===== src/rtl/pbti_ram.sv =====
// Generic single-write, single-read RAM with registered read data.
module pbti_ram #(
   parameter int WIDTH = 8,
   parameter int DEPTH = 16
) (
   input  logic                     clock,
   input  logic                     wr_en,
   input  logic [$clog2(DEPTH)-1:0] wr_addr,
   input  logic [WIDTH-1:0]         wr_data,
   input  logic [$clog2(DEPTH)-1:0] rd_addr,
   output logic [WIDTH-1:0]         rd_data
);

   logic [WIDTH-1:0] mem_ff [DEPTH];
   logic [WIDTH-1:0] rd_data_ff;

   always_ff @(posedge clock) begin
      if (wr_en) begin
         mem_ff[wr_addr] <= wr_data;
      end
      rd_data_ff <= mem_ff[rd_addr];
   end

   assign rd_data = rd_data_ff;

endmodule


===== config.mk =====
export PLATFORM = sky130hd
export DESIGN_NAME = pbti_ram
export DESIGN_NICKNAME = d
export VERILOG_FILES = /design/src/rtl/pbti_ram.sv
export SDC_FILE = /design/constraint.sdc
export NUM_CORES = 1
export LEC_CHECK = 0
export ABC_AREA = 1
export BUFFER_PORTS_ARGS = -buffer_cell sky130_fd_sc_hd__buf_2
export CAP_MARGIN = 20
export CORE_MARGIN = 4
export CORE_UTILIZATION = 55
export DETAILED_ROUTE_END_ITERATION = 8
export PLACE_DENSITY = 0.72
export SYNTH_ARGS = -nofsm -noshare
export SYNTH_HDL_FRONTEND = slang
export SYNTH_SLANG_ARGS = --single-unit

===== constraint.sdc =====
create_clock -name clock -period 2.9 [get_ports clock]
set_input_delay 0.435 -clock clock [delete_from_list [all_inputs] [get_ports clock]]
set_output_delay 0.435 -clock clock [all_outputs]
set_load 0.01 [all_outputs]

; ---- Word-level counts from Yosys, hierarchy flattened
; Memory sizes are Yosys's and may differ from the RTL's. A register that Yosys moved wholly into a read port is not among the register bits.
; Index checks and enable logic that the tools add are counted.
[word_totals]
output_inout_bits = 8
n_memories = 1
regBits = 0
elab_cells = 3
mem_bits_rw = 128
[classes]
mux = 2
[memory_table]
columns = memory, words, width, read_ports, rd_clocked_by_memory_dff, write_ports, line
row1 = mem_ff, 16, 8, 1, 1, 1, 14  ; logic [WIDTH-1:0] mem_ff [DEPTH];
[op_table]
columns = op, count
row1 = 1-bit two-way mux, 2

; ---- Logic depth before layout (Yosys ltp)
; Gate-level depths: netlist of the first run.
[depth]
ltp_word = 2
mapped_depth = 8

; ---- Worst setup path before layout of the first run
; Ideal clock, no wire load.
[synth_path]
path_type = input to register
startpoint = input port wr_addr[2]
endpoint = memory mem_ff[10][0], enable pin
arrival_ns = 1.016
slack_ns = 1.514
cell_stages = 2
setup_time_ns = 0.370
required_ns = 2.530
cell_sequence = nand3b_1 nor2_1
[synth_rtl]
columns = element, line
row1 = start: declaration, 8  ; input logic [$clog2(DEPTH)-1:0] wr_addr,
row2 = end: declaration, 14
; No word-level cell before the write port.

; ---- Final worst setup path of the first run
[layout_path]
startpoint = register rd_data_ff[3] (netlist: rd_data[3]), read port of mem_ff
endpoint = output port rd_data[3]
[layout_rtl]
columns = element, line
row1 = start: declaration, 15  ; logic [WIDTH-1:0] rd_data_ff;
row2 = end: declaration, 11  ; output logic [WIDTH-1:0] rd_data
; No word-level cell between the ends.

==> flow_metrics.env, run 1 <==
export IMPL_critPathRequiredTime_ns=2.47
export IMPL_wirelength_mm=12.4
export IMPL_hold_ws_ns=0.273
export IMPL_fin_worst_skew_ns=0.00641
export IMPL_powerDensity_nw_per_um2=707
export IMPL_worstSetupPathType="reg2out"
export IMPL_pwr_share_clk=0.466
export IMPL_combPwrFrac=0.056
export IMPL_final_common_cell="nand2_1"
export IMPL_syn_nets=569
export IMPL_ys_seq_area_frac=0.694
export IMPL_n_antenna_cell=0
export IMPL_first_pass_iters=5
export IMPL_postPlaceCellArea_um2=5940
export IMPL_worstMarginPinSlew_ns=0.841
export IMPL_p_int_mw=3.62
export IMPL_die_h_um=110
export IMPL_power_switching_mw=1.02
export IMPL_final_area_um2=6560
export IMPL_syn_inst=551
export IMPL_layout_common_cells="nand2_1 (173), edfxtp_1 (128), inv_1 (100), nand3_1 (97), buf_2 (25)"
export IMPL_synth_area_um2=5770
export IMPL_outcome="finished, final reports clean"
export IMPL_drt_iter0_drc=395
export IMPL_start_util=0.561
export IMPL_syn_avg_cell_area_um2=10.5
export IMPL_ys_ff_latch=136
export IMPL_cts_resized=0
export IMPL_slowest_stage="dfxtp_1"
export IMPL_overflow=0
export IMPL_rsz0062_at_grt="no"
export IMPL_post_drt_via_cell_ratio=5.28
export IMPL_io_pins=26
export IMPL_rows=37
export IMPL_leakagePower_nw=2.83
export IMPL_grt_pass1_wl_mm=19.4
export IMPL_vias=3824
export IMPL_critPathBufInv=1
export IMPL_cts_tree="yes"
export IMPL_place_gp_congestion=0.856
export IMPL_antenna_found_initial=0
export IMPL_drcViolationCount=0
export IMPL_ant_nets=0
export IMPL_path_cells="buf_2"
export IMPL_cts_buffers_inserted=17
export IMPL_max_stage_delay_ns=0.33
export IMPL_cp_end_kind="output pin"
export IMPL_fp_dieW_um=110
export IMPL_dieArea_um2=12200
export IMPL_total_power_mw=4.63
export IMPL_hpwl_mm=7.54
export IMPL_finalWorstPathRequiredPeriod_ns=1.43
export IMPL_clock_path_buffers=2
export IMPL_cts_root_buf="clkbuf_8"
export IMPL_ctsHoldBuffers=0
export IMPL_max_freq_ghz=0.701
export IMPL_hold_viol_final=0
export IMPL_vdd_drop_max_v=0.000438
export IMPL_fin_util=0.638
export IMPL_setup_tns_ns=0
export IMPL_synth_warnings=0
export IMPL_regToRegStartpoint="mem_ff[1][6]"
export IMPL_cp_max_fo=1
export IMPL_drive_gt1_frac=0.107
export IMPL_post_cts_buffers=0
export IMPL_clkTransAtPathRegs_ns=0.06
export IMPL_grt_pass1_vias=3607
export IMPL_seqPwrFrac=0.477
export IMPL_maxSlewViolCount=0
export IMPL_setup_viol=0
export IMPL_switching_share=0.219
export IMPL_insertion_delay_ns=0.53
export IMPL_grt_usage=0.226
export IMPL_syn2layout_area_growth_pct=13.7
export IMPL_holdCritPathClass="in2reg"
export IMPL_htreeDepth=4
export IMPL_start_kind="flop"
export IMPL_cts_sinks=136
export IMPL_cp_startpoint="rd_data[3]"
export IMPL_port_buffers=25
export IMPL_fin_crit_sh=0.492
export IMPL_grt_max_degree=65
export IMPL_slew_headroom=0.437
export IMPL_min_from="rd_addr[3]"
export IMPL_synth_distinct_cells=12
export IMPL_final_nets=593
export IMPL_critPathArrivalTime_ns=0.99
export IMPL_maxCapViolCount=0
export IMPL_critPathTopFamily="flip-flops"
export IMPL_coreArea_um2=10300
export IMPL_wl_per_cell_um=17.2
[final cells by class]
type                            count  area [um^2]
Sequential cell                   136         4000
Fill cell                         805         3720
Inverter                          102          383
Timing Repair Buffer               29          168
Tap cell                          136          170
Clock inverter                     10          101
Clock buffer                       22          517
Multi-Input combinational cell    289         1210
[Yosys cell counts]
cell | count | share of area
buf_2 | 13 | 0.011
buf_6 | 6 | 0.012
buf_1 | 1 | 0.00065
nor2_1 | 17 | 0.011
nand3b_1 | 2 | 0.0026
inv_2 | 2 | 0.0013
inv_1 | 100 | 0.065
edfxtp_1 | 128 | 0.67
dfxtp_1 | 8 | 0.028
buf_4 | 4 | 0.0052
nand2_1 | 173 | 0.11
nand3_1 | 97 | 0.084
[power groups by stage]
| stage | logic, mW | clock network (mW) | registers (mW) |
|---|---|---|---|
| global route | 0.292 | 2.29 | 2.21 |
| floorplan | 0.155 | 0 | 2.26 |
| CTS | 0.262 | 2.18 | 2.21 |
| finish | 0.261 | 2.16 | 2.21 |
| detailed placement | 0.260 | 0 | 2.25 |
| global placement | 0.253 | 0 | 2.25 |
[final timing paths]
kind | to | slack (ns) | cells after the start
max | rd_data[3] | 1.47 | 1
min | rd_data[2] | 0.27 | 3
max reg2reg | rd_data[6] | 1.83 | 6
min reg2reg | rd_data[2] | 0.67 | 6
[cell families after synthesis]
kind of cell / after synthesis / share of synthesized area
buf+inv: 126 / 0.0952
flops: 136 / 0.694
simple gates: 289 / 0.210
[sequential cells by signal (all words and copies together) (netlist names)]
name	flops
mem_ff	128
rd_data	8
[stage by stage]
step / worst slack, ns / std cells
after global routing: 1.43 / 724
final: 1.47 / 724
after CTS: 1.45 / 724
after global placement: 1.09 / 692
after floorplan: 1.51 / 551
after detailed placement: 1.00 / 692
[layer usage]
layer,part of all wire,track usage,routed length (um),vias to the layer above
li1,-,-,-,1820
met1,0.42,0.299,5280,1826
met2,0.48,0.359,6000,156
met3,0.071,0.0577,879,22
met4,0.022,0.0888,276,0
met5,0,0,0,-
(Power assumes the default switching activity.)
==> inputs of run 2 (changes only) <==
==> constraint.sdc (replaced) <==
create_clock -name clock -period 1.5 [get_ports clock]
set_input_delay 0.225 -clock clock [delete_from_list [all_inputs] [get_ports clock]]
set_output_delay 0.225 -clock clock [all_outputs]
set_load 0.01 [all_outputs]
==> run 2 against run 1 <==
Sequential share of layout area shrank 1.7 points. Register-to-register slack lost 1.3 ns. Highest routed layer is now met5. Largest cell class unchanged. Worst hold slack lost 0.21 ns. Total power grew 95%. Critical path depth is the same. Worst setup slack lost 1.3 ns. Utilization grew 1.8 points. Global-route usage grew 1.8 points. Die area is the same. Via count grew 3.2%.
==> flow_metrics.env, run 2 (synthesis results as in run 1) <==
export IMPL_outcome="finished, final reports clean"
export IMPL_regMostFlops="mem_ff"
export IMPL_die_h_um=110
export IMPL_coreArea_um2=10300
export IMPL_path_cells="buf_2"
export IMPL_ant_nets=0
export IMPL_start_kind="flop"
export IMPL_postPlaceCellArea_um2=6140
export IMPL_start_util=0.561
export IMPL_worstSetupPathType="reg2out"
export IMPL_vias=3947
export IMPL_port_buffers=25
export IMPL_post_drt_via_cell_ratio=5.31
export IMPL_rsz0062_at_grt="no"
export IMPL_cp_max_fo=1
export IMPL_place_gp_congestion=0.896
export IMPL_dp_cells=712
export IMPL_final_area_um2=6740
export IMPL_cp_end_kind="output pin"
export IMPL_syn2layout_area_growth_pct=16.9
export IMPL_clock_path_buffers=2
export IMPL_clkTransAtPathRegs_ns=0.06
export IMPL_power_switching_mw=1.86
export IMPL_antenna_found_initial=1
export IMPL_holdCritPathClass="in2reg"
export IMPL_setup_tns_ns=0
export IMPL_hold_ws_ns=0.0657
export IMPL_critPathRequiredTime_ns=1.27
export IMPL_slew_headroom=0.741
export IMPL_grt_pass1_vias=3995
export IMPL_maxCapViolCount=0
export IMPL_grt_max_degree=65
export IMPL_io_pins=26
export IMPL_hold_viol_final=0
export IMPL_fin_cells=744
export IMPL_max_stage_delay_ns=0.39
export IMPL_worstMarginPinSlew_ns=0.389
export IMPL_overflow=0
export IMPL_cts_sinks=136
export IMPL_wl_per_cell_um=17.8
export IMPL_first_pass_iters=5
export IMPL_powerDensity_nw_per_um2=1340
export IMPL_critPathArrivalTime_ns=1.07
export IMPL_pwr_share_clk=0.467
export IMPL_cts_tree="yes"
export IMPL_grt_pass1_wl_mm=21.1
export IMPL_drt_iter0_drc=406
export IMPL_fin_worst_skew_ns=0.00864
export IMPL_vdd_drop_max_v=0.000780
export IMPL_hpwl_mm=8.04
export IMPL_dieArea_um2=12200
export IMPL_combPwrFrac=0.060
export IMPL_fp_dieW_um=110
export IMPL_p_int_mw=7.20
export IMPL_n_antenna_cell=0
export IMPL_leakagePower_nw=2.96
export IMPL_rows=37
export IMPL_final_nets=613
export IMPL_cts_resized=0
export IMPL_critPathTopFamily="flip-flops"
export IMPL_final_common_cell="nand2_1"
export IMPL_seqPwrFrac=0.473
export IMPL_slowest_stage="dfxtp_1"
export IMPL_n_fill_cell=805
export IMPL_ctsHoldBuffers=0
export IMPL_drive_gt1_frac=0.130
export IMPL_fin_crit_sh=0.866
export IMPL_fin_util=0.656
export IMPL_cts_root_buf="clkbuf_8"
export IMPL_wirelength_mm=13.3
export IMPL_insertion_delay_ns=0.53
export IMPL_finalWorstPathRequiredPeriod_ns=1.30
export IMPL_drcViolationCount=0
export IMPL_setup_viol=0
export IMPL_largest_reg_flops=128
export IMPL_post_cts_buffers=0
export IMPL_cts_buffers_inserted=17
export IMPL_max_freq_ghz=0.770
export IMPL_grt_usage=0.243
export IMPL_critPathBufInv=1
export IMPL_layout_common_cells="nand2_1 (173), edfxtp_1 (128), inv_1 (100), nand3_1 (97), buf_2 (25)"
export IMPL_maxSlewViolCount=0
export IMPL_htreeDepth=4
export IMPL_switching_share=0.205
-- run 2: final timing paths --
check | cells past startpoint | slack, ns | end | start
setup / recovery | 1 | 0.20 | rd_data[7] | rd_data[7]
hold / removal | 3 | 0.07 | rd_data[6] | rd_addr[3]
setup reg to reg | 6 | 0.49 | rd_data[2] | mem_ff[9][2]
hold reg to reg | 6 | 0.68 | rd_data[7] | mem_ff[2][7]
-- run 2: power groups by stage --
stage | logic, mW | registers [mW] | clock network, mW
detailed placement | 0.542 | 4.36 | 0
global placement | 0.526 | 4.35 | 0
floorplan | 0.300 | 4.36 | 0
finish | 0.546 | 4.28 | 4.23
CTS | 0.547 | 4.28 | 4.28
global route | 0.606 | 4.28 | 4.47
-- run 2: through the flow --
| step | power [mW] | worst slack, ns |
|---|---|---|
| detailed placement | 4.90 | 0.161 |
| global placement | 4.88 | 0.178 |
| CTS | 9.11 | 0.197 |
| floorplan | 4.66 | 0.324 |
| finish | 9.05 | 0.201 |
| global route | 9.36 | 0.165 |
-- run 2: cell type report --
cell class	count	area [um^2]	area share
inverter	102	383	0.0568
clock buffer	23	457	0.0677
sequential	136	4000	0.594
multi-input combinational	289	1210	0.180
clock inverter	9	148	0.0219
timing repair buffer	49	368	0.0546
tap	136	170	0.0252
-- run 2: layer usage --
metal / GRT usage / up-vias / wire (um)
met2: 0.397 / 173 / 6620
met5: 0 / - / 13
li1: - / 1864 / -
met1: 0.306 / 1881 / 5320
met4: 0.106 / 2 / 324
met3: 0.0681 / 27 / 981
